==> src/rtl/ccc_pkg.sv <==
// ============================================================================
// ccc_pkg - console cursor controller package
// Character codes, register indexes, draw kinds and field widths.
// ============================================================================
`default_nettype none

package ccc_pkg;

    localparam int CHAR_W   = 8;
    localparam int POS_W    = 8;
    localparam int PIX_W    = 14;
    localparam int GW_W     = 6;
    localparam int GH_W     = 7;
    localparam int KIND_W   = 2;
    localparam int CFG_IDX_W = 3;
    localparam int CFG_W    = 8;
    localparam int OUT_DATA_W = 56;

    // control codes
    localparam logic [CHAR_W-1:0] CH_BS = 8'd8;
    localparam logic [CHAR_W-1:0] CH_HT = 8'd9;
    localparam logic [CHAR_W-1:0] CH_LF = 8'd10;
    localparam logic [CHAR_W-1:0] CH_FF = 8'd12;
    localparam logic [CHAR_W-1:0] CH_CR = 8'd13;

    localparam logic [POS_W:0] TAB_STEP = 9'd8;

    // register indexes
    localparam logic [CFG_IDX_W-1:0] REG_LEFT_MARGIN   = 3'd0;
    localparam logic [CFG_IDX_W-1:0] REG_RIGHT_MARGIN  = 3'd1;
    localparam logic [CFG_IDX_W-1:0] REG_TOP_MARGIN    = 3'd2;
    localparam logic [CFG_IDX_W-1:0] REG_BOTTOM_MARGIN = 3'd3;
    localparam logic [CFG_IDX_W-1:0] REG_TERMINAL_MODE = 3'd4;
    localparam logic [CFG_IDX_W-1:0] REG_VERBOSE_MODE  = 3'd5;
    localparam logic [CFG_IDX_W-1:0] REG_GLYPH_WIDTH   = 3'd6;
    localparam logic [CFG_IDX_W-1:0] REG_GLYPH_HEIGHT  = 3'd7;

    // register reset values
    localparam logic [POS_W-1:0] RST_LEFT_MARGIN   = 8'd0;
    localparam logic [POS_W-1:0] RST_RIGHT_MARGIN  = 8'd80;
    localparam logic [POS_W-1:0] RST_TOP_MARGIN    = 8'd0;
    localparam logic [POS_W-1:0] RST_BOTTOM_MARGIN = 8'd25;
    localparam logic             RST_TERMINAL_MODE = 1'b1;
    localparam logic             RST_VERBOSE_MODE  = 1'b0;
    localparam logic [GW_W-1:0]  RST_GLYPH_WIDTH   = 6'd8;
    localparam logic [GH_W-1:0]  RST_GLYPH_HEIGHT  = 7'd8;

    // draw kinds
    localparam logic [KIND_W-1:0] DRAW_NONE        = 2'd0;
    localparam logic [KIND_W-1:0] DRAW_OPAQUE      = 2'd1;
    localparam logic [KIND_W-1:0] DRAW_TRANSPARENT = 2'd2;

    typedef struct packed {
        logic              do_scroll;
        logic [PIX_W-1:0]  pixel_x;
        logic [PIX_W-1:0]  pixel_y;
        logic [CHAR_W-1:0] glyph_code;
        logic [POS_W-1:0]  column_now;
        logic [POS_W-1:0]  row_now;
    } result_t;

endpackage

`default_nettype wire

==> src/rtl/console_cursor_controller.sv <==
// An input transfer goes to the input register, its result then to the
// result register behind m_tvalid. One character per cycle unless the sink
// stalls; the cursor update and both pixel multiplies sit in the single
// stage between the two registers. Reset: rst_n (async, active low) clears
// the cursor to (0,0), CR flag, both valid bits; loads register defaults.
// ============================================================================
// console_cursor_controller - text console cursor control
// Tracks the text cursor per character and issues scroll and glyph draw
// commands at the pixel position of the updated cursor.
// ============================================================================
`default_nettype none

module console_cursor_controller
    import ccc_pkg::*;
(
    input  wire logic                 clk,
    input  wire logic                 rst_n,
    // input stream
    input  wire logic                 s_tvalid,
    output logic                      s_tready,
    input  wire logic [CHAR_W-1:0]    s_tdata,    // [7:0] char_code
    // result stream
    output logic                      m_tvalid,
    input  wire logic                 m_tready,
    // [0] do_scroll, [14:1] pixel_x, [28:15] pixel_y, [36:29] glyph_code,
    // [44:37] column_now, [52:45] row_now, [55:53] zero
    output logic [OUT_DATA_W-1:0]     m_tdata,
    output logic [KIND_W-1:0]         m_tuser,    // [1:0] draw_kind
    // configuration write port
    input  wire logic                 cfg_we,
    input  wire logic [CFG_IDX_W-1:0] cfg_index,
    input  wire logic [CFG_W-1:0]     cfg_wdata
);

    // ------------------------------------------------------------------
    // Configuration registers
    // ------------------------------------------------------------------
    logic [POS_W-1:0] left_margin_reg;
    logic [POS_W-1:0] right_margin_reg;
    logic [POS_W-1:0] top_margin_reg;
    logic [POS_W-1:0] bottom_margin_reg;
    logic             terminal_mode_reg;
    logic             verbose_mode_reg;
    logic [GW_W-1:0]  glyph_width_reg;
    logic [GH_W-1:0]  glyph_height_reg;

    always_ff @(posedge clk or negedge rst_n)
    begin
        if (!rst_n)
        begin
            left_margin_reg   <= RST_LEFT_MARGIN;
            right_margin_reg  <= RST_RIGHT_MARGIN;
            top_margin_reg    <= RST_TOP_MARGIN;
            bottom_margin_reg <= RST_BOTTOM_MARGIN;
            terminal_mode_reg <= RST_TERMINAL_MODE;
            verbose_mode_reg  <= RST_VERBOSE_MODE;
            glyph_width_reg   <= RST_GLYPH_WIDTH;
            glyph_height_reg  <= RST_GLYPH_HEIGHT;
        end
        else if (cfg_we)
        begin
            unique case (cfg_index)
                REG_LEFT_MARGIN:   left_margin_reg   <= cfg_wdata;
                REG_RIGHT_MARGIN:  right_margin_reg  <= cfg_wdata;
                REG_TOP_MARGIN:    top_margin_reg    <= cfg_wdata;
                REG_BOTTOM_MARGIN: bottom_margin_reg <= cfg_wdata;
                REG_TERMINAL_MODE: terminal_mode_reg <= cfg_wdata[0];
                REG_VERBOSE_MODE:  verbose_mode_reg  <= cfg_wdata[0];
                REG_GLYPH_WIDTH:   glyph_width_reg   <= cfg_wdata[GW_W-1:0];
                REG_GLYPH_HEIGHT:  glyph_height_reg  <= cfg_wdata[GH_W-1:0];
                default:           ;
            endcase
        end
    end

    // ------------------------------------------------------------------
    // Handshake: the result register stalls only when it holds a result
    // the sink has not taken; the input register advances whenever the
    // stage behind it moves.
    // ------------------------------------------------------------------
    logic              in_valid_reg;
    logic [CHAR_W-1:0] char_reg;
    logic              out_valid_reg;
    logic              out_stall;
    logic              proc_fire;
    logic              in_fire;

    assign out_stall = out_valid_reg && !m_tready;
    assign proc_fire = in_valid_reg && !out_stall;
    assign s_tready  = !in_valid_reg || !out_stall;
    assign in_fire   = s_tvalid && s_tready;

    always_ff @(posedge clk or negedge rst_n)
    begin
        if (!rst_n)
        begin
            in_valid_reg <= 1'b0;
        end
        else if (s_tready)
        begin
            in_valid_reg <= s_tvalid;
        end
    end

    // payload needs no reset
    always_ff @(posedge clk)
    begin
        if (in_fire)
        begin
            char_reg <= s_tdata;
        end
    end

    // ------------------------------------------------------------------
    // Cursor state
    // ------------------------------------------------------------------
    logic [POS_W-1:0] col_reg;
    logic [POS_W-1:0] row_reg;
    logic             last_cr_reg;
    logic [POS_W-1:0] col_next;
    logic [POS_W-1:0] row_next;
    logic             last_cr_next;
    logic             scroll_next;
    logic [KIND_W-1:0] kind_next;
    logic             is_print;

    // widened helpers for compares against margins
    logic [POS_W:0] row_inc;
    logic [POS_W:0] col_inc;
    logic [POS_W:0] col_tab;
    logic [POS_W:0] bottom_w;
    logic [POS_W:0] right_w;
    logic [POS_W:0] print_row;
    logic           wrap;

    assign row_inc  = {1'b0, row_reg} + 9'd1;
    assign col_inc  = {1'b0, col_reg} + 9'd1;
    assign col_tab  = {1'b0, col_reg} + TAB_STEP;
    assign bottom_w = {1'b0, bottom_margin_reg};
    assign right_w  = {1'b0, right_margin_reg};
    // wrap when column >= right_margin - 1, a zero margin always wraps
    assign wrap      = (col_inc >= right_w);
    assign print_row = wrap ? row_inc : {1'b0, row_reg};

    always_comb
    begin
        col_next     = col_reg;
        row_next     = row_reg;
        last_cr_next = (char_reg == CH_CR);
        scroll_next  = 1'b0;
        kind_next    = DRAW_NONE;
        is_print     = 1'b0;
        case (char_reg)
            CH_FF:
            begin
                // home the cursor, keep the return flag
                col_next     = left_margin_reg;
                row_next     = top_margin_reg;
                last_cr_next = last_cr_reg;
            end
            CH_LF:
            begin
                // at or below the last row: scroll, column kept
                if (bottom_margin_reg == '0 || row_inc >= bottom_w)
                begin
                    scroll_next = 1'b1;
                    row_next    = (bottom_margin_reg == '0) ? '0
                                  : bottom_margin_reg - 8'd1;
                end
                else
                begin
                    row_next = row_inc[POS_W-1:0];
                    if (last_cr_reg || terminal_mode_reg || verbose_mode_reg)
                    begin
                        col_next = left_margin_reg;
                    end
                end
            end
            CH_HT:
            begin
                col_next = col_tab[POS_W] ? '1 : col_tab[POS_W-1:0];
            end
            CH_CR:
            begin
                col_next = left_margin_reg;
            end
            CH_BS:
            begin
                if (col_reg != '0)
                begin
                    col_next = col_reg - 8'd1;
                end
            end
            default:
            begin
                is_print = 1'b1;
                col_next = wrap ? left_margin_reg : col_inc[POS_W-1:0];
                if (print_row >= bottom_w)
                begin
                    scroll_next = 1'b1;
                    row_next    = bottom_margin_reg;
                end
                else
                begin
                    row_next = print_row[POS_W-1:0];
                end
                kind_next = terminal_mode_reg ? DRAW_OPAQUE : DRAW_TRANSPARENT;
            end
        endcase
    end

    // pixel position of the new cursor, low 14 bits kept
    logic [GW_W+POS_W-1:0] px_prod;
    logic [GH_W+POS_W-1:0] py_prod;

    assign px_prod = {{POS_W{1'b0}}, glyph_width_reg} * {{GW_W{1'b0}}, col_next};
    assign py_prod = {{POS_W{1'b0}}, glyph_height_reg} * {{GH_W{1'b0}}, row_next};

    always_ff @(posedge clk or negedge rst_n)
    begin
        if (!rst_n)
        begin
            col_reg     <= '0;
            row_reg     <= '0;
            last_cr_reg <= 1'b0;
        end
        else if (proc_fire)
        begin
            col_reg     <= col_next;
            row_reg     <= row_next;
            last_cr_reg <= last_cr_next;
        end
    end

    // ------------------------------------------------------------------
    // Result register
    // ------------------------------------------------------------------
    result_t          res_reg;
    result_t          res_next;
    logic [KIND_W-1:0] kind_reg;

    always_comb
    begin
        res_next.do_scroll  = scroll_next;
        res_next.pixel_x    = is_print ? px_prod[PIX_W-1:0] : '0;
        res_next.pixel_y    = is_print ? py_prod[PIX_W-1:0] : '0;
        res_next.glyph_code = is_print ? char_reg : '0;
        res_next.column_now = col_next;
        res_next.row_now    = row_next;
    end

    always_ff @(posedge clk or negedge rst_n)
    begin
        if (!rst_n)
        begin
            out_valid_reg <= 1'b0;
        end
        else if (!out_stall)
        begin
            out_valid_reg <= in_valid_reg;
        end
    end

    always_ff @(posedge clk)
    begin
        if (proc_fire)
        begin
            res_reg  <= res_next;
            kind_reg <= kind_next;
        end
    end

    assign m_tvalid = out_valid_reg;
    assign m_tuser  = kind_reg;
    assign m_tdata  = {3'b000, res_reg.row_now, res_reg.column_now,
                       res_reg.glyph_code, res_reg.pixel_y, res_reg.pixel_x,
                       res_reg.do_scroll};

endmodule

`default_nettype wire

==> config.mk <==
export PLATFORM = sky130hd
export DESIGN_NAME = console_cursor_controller
export DESIGN_NICKNAME = d
export VERILOG_FILES = /design/src/rtl/ccc_pkg.sv /design/src/rtl/console_cursor_controller.sv
export SDC_FILE = /design/constraint.sdc
export NUM_CORES = 1
export LEC_CHECK = 0
export BUFFER_PORTS_ARGS = -buffer_cell sky130_fd_sc_hd__buf_4
export CAP_MARGIN = 20
export CORE_MARGIN = 2
export CORE_UTILIZATION = 45
export CTS_CLUSTER_DIAMETER = 80
export DETAILED_ROUTE_END_ITERATION = 6
export GPL_TIMING_DRIVEN = 0
export PLACE_DENSITY = 0.64
export SLEW_MARGIN = 20
export SYNTH_ARGS = -nofsm -noshare
export SYNTH_HDL_FRONTEND = slang
export SYNTH_SLANG_ARGS = --single-unit
export TNS_END_PERCENT = 30
==> constraint.sdc <==
create_clock -name clk -period 17 [get_ports clk]
set_input_delay 0 -clock clk [delete_from_list [all_inputs] [get_ports clk]]
set_output_delay 0 -clock clk [all_outputs]
set_load 0.005 [all_outputs]
==> results.tsv <==
stage	metric	value	unit
status	status	finished, final reports clean	
synthesis	synthesis.instances	985	
synthesis	synth_top_area_frac	0.187	
cells_and_area	final_net_count	1268	
clocking	post_cts_resized	0	
setup_path	r2r-start	col_reg[5]	
timing	period_share	0.609	
synthesis	synth.most_common_cell	nand2_1	
synthesis	synth_ff_type	edfxtp_1	
clocking	clock-sinks	129	
setup_path	critPathCaptureType	flip-flop	
route	drtIter0Drc	464	
floorplan	io_pins	84	
placed_design	dpl.hpwl	18900	um
placed_design	port_buffers	77	
synthesis	synth_commonest_cells	nand2_1 (95), ha_1 (85), inv_1 (84)	
timing	fin_skew	0.0112	ns
setup_path	startpoint_type	flip-flop	
synthesis	synth-seq-cells	129	
cells_and_area	num-fill-cells	1958	
timing	fin_crit	10.35	ns
placed_design	gp_congestion	0.925	
setup_path	cp_data_arrival_time	10.50	ns
timing	slew_viol_final	0	
route	wirelength	25300	um
cells_and_area	largest_reg_flops	53	
timing	fin_ws	6.65	ns
floorplan	die_area	0.0237	sq mm
route	routedWlPerCell	18.1	um
synthesis	synthArstFlopShare	0.512	
setup_path	path_max_fanout	10	
setup_path	critPathLaunch	col_reg[5]	
grt	grt_pass1_wl	40900	um
setup_path	critPathBufInv	6	
floorplan	rows	54	
grt	overflow	0	
clocking	cts_buffer_depth	2	
route	drc	0	
timing	setup_viol_count_final	0	
grt	grt_max_degree	67	
grt	grt_usage	0.222	
setup_path	cp_slowest_cell	o31ai_2	
hold_path	min_from	cfg_we	
clocking	cts_setup_buffers	0	
clocking	cts_made_buffers	17	
clocking	clock_latency	0.42	ns
grt	first_global_vias	7456	
synthesis	yosysTopAreaCell	edfxtp_1	
hold_path	hold_path_class	in2reg	
timing	setup_tns	0	ns
floorplan	die_h	154	um
synthesis	yosys-top-cells-area	edfxtp_1 (19%), dfrtp_1 (14%), ha_1 (11%), fa_1 (10%), mux2_2 (6.8%)	
timing	max_freq	0.0966	GHz
cells_and_area	antenna_cells	0	
route	vias	7592	
timing	grt_setup_unrepaired	no	
clocking	cts_htree_levels	4	
setup_path	cpPeakStageDelay	0.82	ns
timing	slew_headroom	0.352	
cells_and_area	drive_above_1_share	0.202	
setup_path	cp.required	17.15	ns
route	final_antenna_net_count	0	
clocking	cts_tree	built	
synthesis	ys_types	78	
job	drv_cap	0	
floorplan	initial_core_util	0.461	
synthesis	seq_area_frac_synth	0.351	
floorplan	core	0.0220	sq mm
setup_path	crit_family	compound AO/OA/AOI/OAI gates	
grt	antenna_found_initial	0	
cells_and_area	area_growth	17.7	%
route	dr.pass1.iters	5	
synthesis	synth_area	0.0101	sq mm
clocking	clk_pin_slew	0.06	ns
clocking	clockRootBuffer	clkbuf_16	
setup_path	worstSetupPathType	reg2reg	
route	vias_per_cell	5.43	
timing	tightest_slew	0.967	ns
floorplan	fp.dieW	154	um
synthesis	syn_area_per_cell	10.3	sq um
synthesis	ys_warn_count	0	
placed_design	dp_slack	6.76	ns
timing	finalHoldViolations	0	
synthesis	synth_edf_count	63	
==> final cells by class <==
class,count,area (sq um),area share
clock inverters,13,164,0.0138
inverters,85,319,0.0268
clock buffers,19,433,0.0363
well taps,280,350,0.0294
repair buffers,100,823,0.0691
plain buffers,43,213,0.0178
multi-input cells,730,6060,0.509
flip-flops and latches,129,3550,0.298
==> cell usage in the layout (no fill, tap or decap), types with 5 or more instances in the layout <==
cell type      instances
and2_1                73
a21o_1                 8
nor2b_1                7
or2_2                  6
xor2_1                12
dfrtp_1               58
inv_1                 84
o21a_1                 7
fa_1                  53
dlygate4sd3_1         21
nor3_1                29
nor2_1                60
nand2b_1               6
nand4_1                7
buf_4                 85
or3_1                  5
a31oi_1                5
o31ai_2                5
xnor2_1               28
dfstp_2                8
clkbuf_1              27
a21oi_1               34
o21ai_0               28
mux2_2                61
clkbuf_16             17
nand2_1               95
ha_1                  85
mux2i_1               16
edfxtp_1              63
nand3_1               14
==> per-layer routing <==
metal	wire (um)	global-route usage	part of all wire	vias to the layer above
met3	946	0.0333	0.037	23
met5	0	0	0	-
met4	266	0.0561	0.011	0
met1	12500	0.323	0.50	3743
li1	-	-	-	3648
met2	11500	0.348	0.46	178
==> stage by stage <==
step	cells	instance area [sq um]	hold slack, ns	utilization
CTS	1399	11900	0.0180	0.543
detailed placement	1346	11100	0.179	0.506
global route	1399	11900	0.0633	0.543
finish	1399	11900	0.0392	0.543
floorplan	987	10100	-0.296	-
global placement	1344	11100	0.173	0.504
==> worst reg2reg max path: cells and delay by family (launching register included) <==
kind / cells / cell delay (ns)
fa+ha+maj: 7 / 3.02
flops: 1 / 0.38
compound gates: 12 / 3.98
buf+inv: 6 / 0.99
simple gates: 8 / 1.27
xor+xnor: 2 / 0.45
==> worst paths after layout <==
kind                                           end  slack [ns]  depth (start not counted)
max in group asynchronous       glyph_width_reg[4]       16.19                          2
worst min register to register            m_tvalid        0.49                          1
worst max-delay path                   m_tdata[27]        6.65                         35
worst min-delay path              verbose_mode_reg        0.04                          3
min in group asynchronous        top_margin_reg[4]        0.24                          2
worst max register to register         m_tdata[27]        6.65                         35
==> kinds of logic after synthesis <==
group	share of synthesized area
and+or+nand+nor	0.164
AOI/OAI and AO/OA	0.102
adders and majority gates	0.210
DFF	0.351
buffers and inverters	0.0521
muxes	0.0862
xor gates and xnor gates	0.0346
other	0.000370
==> timing repair <==
| action | in CTS | in global routing |
|---|---|---|
| hold buffers | 21 | 0 |
| endpoints found under the setup margin | 0 | 0 |
| endpoints found under the hold margin | 115 | 0 |
Power is not shown: default switching activity piles up to over one toggle a cycle in this logic, so the estimate is an artifact.
